[config.mk]
export PLATFORM = sky130hd
export DESIGN_NAME = chained_xor_packet_decoder
export DESIGN_NICKNAME = d
export VERILOG_FILES = /design/src/hw/rtl/cxpd_pkg.sv /design/src/hw/rtl/cxpd_core.sv /design/src/hw/rtl/chained_xor_packet_decoder.sv
export SDC_FILE = /design/constraint.sdc
export NUM_CORES = 1
export LEC_CHECK = 0
export BUFFER_PORTS_ARGS = -buffer_cell sky130_fd_sc_hd__buf_2
export CAP_MARGIN = 10
export CORE_AREA = 2 2 109 111
export DETAILED_ROUTE_END_ITERATION = 7
export DIE_AREA = 0 0 111 113
export PLACE_DENSITY = 0.63
export SKIP_CTS_REPAIR_TIMING = 1
export SYNTH_ARGS = -nofsm -noshare
export SYNTH_HDL_FRONTEND = slang
export SYNTH_SLANG_ARGS = --single-unit
[constraint.sdc]
create_clock -name clk -period 6.3 [get_ports clk]
set_clock_uncertainty 0.05 [all_clocks]
set_input_delay 0.315 -clock clk [delete_from_list [all_inputs] [get_ports clk]]
set_output_delay 0.315 -clock clk [all_outputs]
set_load 0.05 [all_outputs]
[src/hw/rtl/cxpd_pkg.sv]
// package for the chained-xor packet decoder
// holds the transfer payload types, verdict codes and register map
// no dependencies
package cxpd_pkg;

  // configuration port
  localparam int unsigned AddrWidth = 3;
  localparam int unsigned DataWidth = 32;
  localparam logic [AddrWidth-1:0] AddrFixedKey = 3'd0;

  // verdict codes
  typedef enum logic [1:0] {
    VERDICT_PENDING  = 2'd0,
    VERDICT_OK       = 2'd1,
    VERDICT_MISMATCH = 2'd2,
    VERDICT_EMPTY    = 2'd3
  } verdict_t;

  // one encoded byte of the packet region
  typedef struct packed {
    logic [7:0] encoded_byte;
    logic       first_byte;
    logic       last_byte;
    logic [7:0] packet_rand_key;
  } in_t;

  // one decoded byte
  typedef struct packed {
    logic [7:0] plain_byte;
    logic       is_checksum;
    logic       end_of_packet;
    verdict_t   verdict;
  } out_t;

endpackage

[src/hw/rtl/cxpd_core.sv]
// decode core: chain state registers and the one-pass unchaining logic
// depends on cxpd_pkg
module cxpd_core
  import cxpd_pkg::*;
(
  input  logic       clk,
  input  logic       rst,
  input  logic       step,
  input  in_t        item,
  input  logic [7:0] fixed_key,
  output out_t       result
);

  logic [7:0] byte_index;
  logic [7:0] prev_encoded;
  logic [7:0] prev_intermediate;
  logic [7:0] held_rand_key;
  logic [7:0] held_checksum;
  logic [7:0] payload_sum;

  logic [7:0] idx;
  logic [7:0] pe;
  logic [7:0] pi;
  logic [7:0] rk;
  logic [7:0] mid;
  logic [7:0] plain;
  logic [7:0] payload_sum_next;
  logic [7:0] checksum_cur;

  // a start byte restarts the chain from zero with the new random key
  always_comb begin
    idx = item.first_byte ? 8'd0 : byte_index;
    pe  = item.first_byte ? 8'd0 : prev_encoded;
    pi  = item.first_byte ? 8'd0 : prev_intermediate;
    rk  = item.first_byte ? item.packet_rand_key : held_rand_key;
  end

  // outer chain with the fixed key, inner chain with the random key
  always_comb begin
    mid   = item.encoded_byte ^ (pe + fixed_key + idx + 8'd1);
    plain = mid ^ (pi + rk + idx + 8'd1);
  end

  // running payload sum and checksum compare
  always_comb begin
    payload_sum_next = item.first_byte ? 8'd0 : payload_sum + plain;
    checksum_cur     = item.first_byte ? plain : held_checksum;
    result.plain_byte    = plain;
    result.is_checksum   = item.first_byte;
    result.end_of_packet = item.last_byte;
    if (!item.last_byte) begin
      result.verdict = VERDICT_PENDING;
    end else if (item.first_byte) begin
      result.verdict = VERDICT_EMPTY;
    end else if (payload_sum_next == checksum_cur) begin
      result.verdict = VERDICT_OK;
    end else begin
      result.verdict = VERDICT_MISMATCH;
    end
  end

  // chain state advances once per decoded byte
  always_ff @(posedge clk) begin
    if (rst) begin
      byte_index        <= 8'd0;
      prev_encoded      <= 8'd0;
      prev_intermediate <= 8'd0;
      held_rand_key     <= 8'd0;
      held_checksum     <= 8'd0;
      payload_sum       <= 8'd0;
    end else if (step) begin
      byte_index        <= idx + 8'd1;
      prev_encoded      <= item.encoded_byte;
      prev_intermediate <= mid;
      held_rand_key     <= rk;
      held_checksum     <= checksum_cur;
      payload_sum       <= payload_sum_next;
    end
  end

endmodule

[src/hw/rtl/chained_xor_packet_decoder.sv]
// top level of the chained-xor packet decoder: handshake stages and register port
// depends on cxpd_pkg and cxpd_core
//
// Decodes a packet's encoded region (checksum byte, then payload) one byte per
// transfer and returns one decoded byte per transfer. The block takes one byte
// every cycle while the output is not stalled; each byte is decoded out of the
// input register straight into the result register, and the chain state for
// the next byte is ready in the same cycle since it needs only 8-bit adds and
// xors. The result register holds a finished byte while the input register
// already takes the next one, so a stalled output does not stall the input
// until both are full. On the last byte the verdict reports ok, mismatch or
// empty payload. fixed_key sits at byte address 0; the user must write it
// only while the block is idle, and the block itself does not enforce this.
module chained_xor_packet_decoder
  import cxpd_pkg::*;
(
  input  logic                 clk,
  input  logic                 rst,
  input  logic                 in_valid,
  output logic                 in_ready,
  input  in_t                  in_data,
  output logic                 out_valid,
  input  logic                 out_ready,
  output out_t                 out_data,
  input  logic                 psel,
  input  logic                 penable,
  input  logic                 pwrite,
  input  logic [AddrWidth-1:0] paddr,
  input  logic [DataWidth-1:0] pwdata,
  output logic [DataWidth-1:0] prdata,
  output logic                 pready
);

  logic [7:0] fixed_key;
  logic       stage_valid;
  in_t        stage_data;
  logic       advance;
  out_t       result;

  // register port
  assign pready = 1'b1;
  assign prdata = (paddr == AddrFixedKey) ? {{(DataWidth-8){1'b0}}, fixed_key}
                                          : {DataWidth{1'b0}};

  always_ff @(posedge clk) begin
    if (rst) begin
      fixed_key <= 8'd0;
    end else if (psel && penable && pwrite && pready && paddr == AddrFixedKey) begin
      fixed_key <= pwdata[7:0];
    end
  end

  // stage moves into the result register when that is free or being drained
  assign advance  = stage_valid && (!out_valid || out_ready);
  assign in_ready = !stage_valid || advance;

  // input register
  always_ff @(posedge clk) begin
    if (rst) begin
      stage_valid <= 1'b0;
    end else if (in_ready) begin
      stage_valid <= in_valid;
    end
  end

  always_ff @(posedge clk) begin
    if (in_valid && in_ready) begin
      stage_data <= in_data;
    end
  end

  // decode core
  cxpd_core u_core (
    .clk       (clk),
    .rst       (rst),
    .step      (advance),
    .item      (stage_data),
    .fixed_key (fixed_key),
    .result    (result)
  );

  // result register
  always_ff @(posedge clk) begin
    if (rst) begin
      out_valid <= 1'b0;
    end else if (advance) begin
      out_valid <= 1'b1;
    end else if (out_ready) begin
      out_valid <= 1'b0;
    end
  end

  always_ff @(posedge clk) begin
    if (advance) begin
      out_data <= result;
    end
  end

  // checks
  a_verdict_on_last: assert property (@(posedge clk) disable iff (rst)
    out_valid |-> ((out_data.verdict == VERDICT_PENDING) == !out_data.end_of_packet))
    else $error("verdict does not match end_of_packet");

  a_empty_on_start: assert property (@(posedge clk) disable iff (rst)
    (out_valid && out_data.is_checksum && out_data.end_of_packet)
      |-> (out_data.verdict == VERDICT_EMPTY))
    else $error("start byte on last byte not flagged empty");

  a_stall_only_full: assert property (@(posedge clk) disable iff (rst)
    !in_ready |-> (stage_valid && out_valid && !out_ready))
    else $error("input stalled with room in the pipeline");

  a_result_held: assert property (@(posedge clk) disable iff (rst)
    (out_valid && !out_ready) |=> (out_valid && $stable(out_data)))
    else $error("stalled result changed");

endmodule
==> results of run 1 <==
[power breakdown]
group / total [mW] / switching [mW] / internal, mW
Combinational: 0.318 / 0.207 / 0.111
Clock: 0.485 / 0.221 / 0.265
Sequential: 0.639 / 0.0151 / 0.624
Total: 1.44 / 0.443 / 0.999
[synth_stat cells, types with 2 or more instances]
master and number:
clkbuf_1 18, nor3_1 11, nand3b_1 2, mux2i_1 13, nand3_1 5, nand2_1 55, xor2_1 18, o21bai_1 3
o21ai_0 10, ha_1 24, nor2b_1 16, a31oi_1 3, and2_1 10, fa_1 15, nand4b_1 2, mux2_2 3
buf_4 25, nor4_1 2, buf_1 6, nor2_1 52, dfxtp_1 58, a21o_1 7, nand2b_1 11, or3_1 2
a22oi_1 4, inv_1 28, conb_1 2, a21oi_1 40, xnor2_1 28, edfxtp_1 30, a211oi_1 9
[registers in the layout (all words and copies together) (netlist names)]
signal and cells:
fixed_key 8, out_data 12, out_valid 1, stage_data 18, stage_valid 1, u_core.byte_index 8
u_core.held_checksum 8, u_core.held_rand_key 8, u_core.payload_sum 8, u_core.prev_encoded 8, u_core.prev_intermediate 8
[per-stage QoR]
step / hold slack (ns) / cell area [um2] / utilization [%]
floorplan: 0.364 / 5060 / -
CTS: 0.0857 / 5550 / 49.2
detailed placement: 0.395 / 5280 / 46.9
global placement: 0.389 / 5280 / 46.9
global route: 0.0882 / 5550 / 49.2
finish: 0.0941 / 5550 / 49.2
[layout make-up]
class / instances / area [um2]
Sequential cell: 88 / 2060
Clock buffer: 10 / 229
Multi-Input combinational cell: 383 / 2620
Fill cell: 1045 / 5720
Clock inverter: 6 / 36.3
Timing Repair Buffer: 62 / 323
Tap cell: 143 / 179
Inverter: 28 / 105
[cell families after synthesis]
family	Yosys count
and+or+nand+nor	170
DFF	88
AOI/OAI and AO/OA	85
buffers and inverters	77
xor gates and xnor gates	48
adders and majority gates	39
muxes	16
other	2
[final timing paths]
kind	start	to	slack [ns]	cells after the start
max	stage_data[9]	out_data[1]	1.07	19
min	in_data[8]	stage_data[8]	0.09	1
max reg2reg	stage_data[9]	out_data[1]	1.07	19
min reg2reg	u_core.prev_encoded[5]	u_core.prev_encoded[5]	0.40	2
[cell usage in the layout (no fill, tap or decap), types with 4 or more instances in the layout]
cell / Yosys / routed
nor2b_1: 16 / 16
nand3_1: 5 / 5
buf_4: 25 / 5
dfxtp_1: 58 / 58
nor2_1: 52 / 52
and2_1: 10 / 10
a22oi_1: 4 / 4
buf_2: 0 / 57
a21oi_1: 40 / 40
a211oi_1: 9 / 9
conb_1: 2 / 25
xor2_1: 18 / 18
mux2i_1: 13 / 13
edfxtp_1: 30 / 30
inv_1: 28 / 28
fa_1: 15 / 15
a21o_1: 7 / 7
nor3_1: 11 / 11
clkbuf_16: 0 / 9
nand2b_1: 11 / 11
ha_1: 24 / 24
xnor2_1: 28 / 28
o21ai_0: 10 / 10
nand2_1: 55 / 55
[metal layers]
layer  wire, um  GRT usage [%]  vias up
met5          0              0        -
li1           -              -     1806
met1       4520           20.3     1666
met4        146           5.00        0
met3        411           3.80       12
met2       4810           28.9       85
==> results.ini, run 1 <==
[outcome]
status=complete, no violations

[sta]
timing.fmax_mhz=191
setup_tns_ns=0
worst_pin_slew_ns=1.00
slew_headroom_pct=33.1
rsz0062_at_grt=false
slew_viol_final=0
setup_viol_count_final=0
finalCritPeriodShare_pct=83.1
layout_setup_ws_ns=1.07
finalHoldViolCount=0
period_minus_slack_ns=5.23

[logic_synthesis]
synth_top_flop_cell=dfxtp_1
synth-xor-area-share_pct=9.03
synthArstFlopShare_pct=0
synthesis.area_um2=4970
synthAdderAreaFrac_pct=12.1
synth_warnings=0
netlist.area_leader.share_pct=23.3
synth-seq-area-share_pct=41.5
yosys.area.top_type=dfxtp_1
synth_cell_types=44
synth_area_leaders=dfxtp_1 (23%), edfxtp_1 (18%), fa_1 (6.0%), ha_1 (6.0%), xnor2_1 (4.9%)
synth_compound_area_share_pct=10.5
synth_top_family_by_area=simple AND/OR/NAND/NOR gates
synthMuxAreaShare_pct=3.30
synth-edff-count=30
ys_seq_elements=88
syn_area_per_cell_um2=9.47
yosys.area_share.simple_pct=15.8
netlist_instances=525

[final_layout]
layout-drive-gt1-share_pct=13.9
fin_cells=720
syn2layout_area_growth_pct=11.6
nNetsFinal=671
antennaDiodeCount=0

[clock_tree]
clkTransAtPathRegs_ns=0.06
clock_latency_ns=0.34
clk_path_buf_depth=2
cts_buffers=9
tritoncts=built
h-tree-depth=3
cts_sinks=88
cts.root.buffer_cell=clkbuf_16

[setup_path]
crit_path_end_kind=flip-flop
critPathMaxStageDelay_ns=0.42
cp_slowest_cell=edfxtp_1
path_delay_family=adder cells
worstPathRequired_ns=6.35
worstPathBufferInverterCount=3
criticalPathCategory=reg -> reg
startpoint_type=flip-flop
arrival_ns=5.28
crit_path_max_fanout=25
path_cells=buf_4 -> nor2b_1 -> inv_1 -> ha_1 -> inv_1 -> ha_1 -> fa_1 -> a21o_1 -> a21o_1 -> xnor2_1 -> xor2_1 -> ha_1 -> a21oi_1 -> nand2_1 -> xor2_1 -> xor2_1 -> o32a_1 -> or3_1 -> o31a_1

[global_route]
antenna_found_initial=0
grt_pass1_vias=3451
grt_max_degree=61
grt_pass1_wl_um=16600
track_usage_pct=16.5
grt-ovfl-total=0

[die]
die_w_um=111
fp.dieH_um=113
fp.dieArea_um2=12500
initial_utilization_pct=44.1
io_pins=107
rows=39
core_area_um2=11300

[detailed_routing]
drtPass1Iterations=4
viasPerCell=4.96
ant_nets=0
vias=3569
wl_per_cell_um=13.7
wl_um=9880
first_iter_violations=96
drc=0

[pwr]
power.ir.vdd_worst_mv=0.148
power_density_nw_per_um2=260
p_leak_nw=2.43
fin_total_pwr_mw=1.44

[worst_hold_path]
holdCritPathClass=in -> reg

[flow_run]
maxCapViolations=0

[placement]
io_buffers=57
dp_hpwl_um=6770
gp_congestion=0.779
dp.cells=704
dp_slack_ns=1.05

Note: power is estimated with default switching activity, not from simulation.
==> run 2: changes to the inputs <==
- PLACE_DENSITY: 0.63 -> 0.66
- clock period: 6.3 -> 4.4 ns (I/O delays scaled with it)
==> results.ini, run 2 (same netlist as run 1, synthesis figures left out) <==
[setup_path]
worstPathBufferInverterCount=2
cp_slowest_cell=edfxtp_1
critPathMaxStageDelay_ns=0.52
criticalPathCategory=reg -> reg
cp_common_cell=ha_1
crit_path_end_kind=flip-flop
worstPathRequired_ns=4.44
crit_path_max_fanout=8
startpoint_type=flip-flop
path_delay_family=adder cells
path_cells=nor2b_1 -> inv_1 -> ha_1 -> inv_1 -> ha_1 -> fa_2 -> a21o_1 -> a21o_1 -> a21o_2 -> a21oi_1 -> xnor2_1 -> xnor3_1 -> ha_1 -> xnor2_2 -> xor2_1 -> or3_4 -> o31a_1
arrival_ns=4.70

[placement]
io_buffers=57
postPlaceCellArea_um2=5640
gp_congestion=0.875
dp_hpwl_um=7560

[die]
fp.dieArea_um2=12500
die_w_um=111
fp.dieH_um=113
io_pins=107
core_area_um2=11300
rows=39
initial_utilization_pct=44.1

[clock_tree]
cts.root.buffer_cell=clkbuf_16
clk_path_buf_depth=2
cts_sinks=88
h-tree-depth=3
clkTransAtPathRegs_ns=0.06
tritoncts=built
cts_buffers=9
clock_latency_ns=0.34

[detailed_routing]
viasPerCell=4.98
ant_nets=0
first_iter_violations=140
wl_per_cell_um=13.8
wl_um=10800
drc=0
vias=3883
drtPass1Iterations=4

[worst_hold_path]
holdCritPathClass=in -> reg

[sta]
finalCritPeriodShare_pct=106
slew_headroom_pct=22.6
rsz0062_at_grt=true
setup_tns_ns=-0.343
slew_viol_final=0
period_minus_slack_ns=4.66
finalHoldViolCount=0
worst_pin_slew_ns=1.16
setup_viol_count_final=2
layout_setup_ws_ns=-0.260
whs_ns=0.00510
timing.fmax_mhz=215

[final_layout]
largest_register_ffs=18
antennaDiodeCount=0
mostFrequentLayoutCells=buf_2 (58), dfxtp_1 (58), nand2_1 (55)
reg_top3=stage_data (18), out_data (12)
largest-register=stage_data
nNetsFinal=731
syn2layout_area_growth_pct=27.2
fin_area_um2=6330
fillers=937
layout-drive-gt1-share_pct=27.8
final_util_pct=56.1

[global_route]
grt-ovfl-total=0
grt_pass1_vias=3816
grt_max_degree=61
antenna_found_initial=0
grt_pass1_wl_um=17500
track_usage_pct=17.3

[outcome]
status=finished with violations
violations=negative setup slack

[pwr]
power_density_nw_per_um2=375
power.ir.vdd_worst_mv=0.203
fin_total_pwr_mw=2.37
p_leak_nw=2.82

[flow_run]
maxCapViolations=0

run 2: changes by cell type in the layout (fill, tap and decap cells not counted), moves of 5 or more:
cell	change
xnor2_2	+8
xnor2_1	-8
dlygate4sd3_1	+8
ha_1	-5
buf_4	+48
a21oi_1	-5
a21oi_2	+5
fa_2	+5
fa_1	-5
run 2: area by class of cell:
type                       instances  area (um2)  area share, %
sequential                        88        2060           32.6
clock buffer                      10         239           3.78
inverter                          28         105           1.66
timing repair buffer             122         802           12.7
multi-input combinational        383        2860           45.2
clock inverter                     6        82.6           1.31
tap                              143         179           2.83
run 2: through the flow:
stage	worst slack (ns)	cells
2_1_floorplan	-0.263	548
3_3_place_gp	-0.219	747
3_5_place_dp	-0.279	747
4_1_cts	-0.296	763
5_1_grt	-0.482	780
6_report	-0.260	780
run 2: power breakdown:
part | internal (mW) | leakage (nW) | switching (mW)
Combinational | 0.282 | 1.90 | 0.347
Sequential | 0.893 | 0.761 | 0.0240
Clock | 0.510 | 0.160 | 0.313
Total | 1.69 | 2.82 | 0.684
run 2: final timing paths:
check                          from                     end  slack (ns)  depth (start not counted)
max                   stage_data[9]             out_data[1]       -0.26                         17
min                     in_data[16]          stage_data[16]       0.005                          1
min reg2reg  u_core.prev_encoded[5]  u_core.prev_encoded[5]        0.40                          2
max reg2reg           stage_data[9]             out_data[1]       -0.26                         17
run 2: per-layer routing:
| metal | vias up | part of all wire [%] | global-route usage (%) |
|---|---|---|---|
| li1 | 1922 | - | - |
| met1 | 1860 | 43 | 21.0 |
| met2 | 87 | 52 | 30.2 |
| met3 | 14 | 3.8 | 3.21 |
| met4 | 0 | 1.4 | 7.42 |
| met5 | - | 0 | 0 |
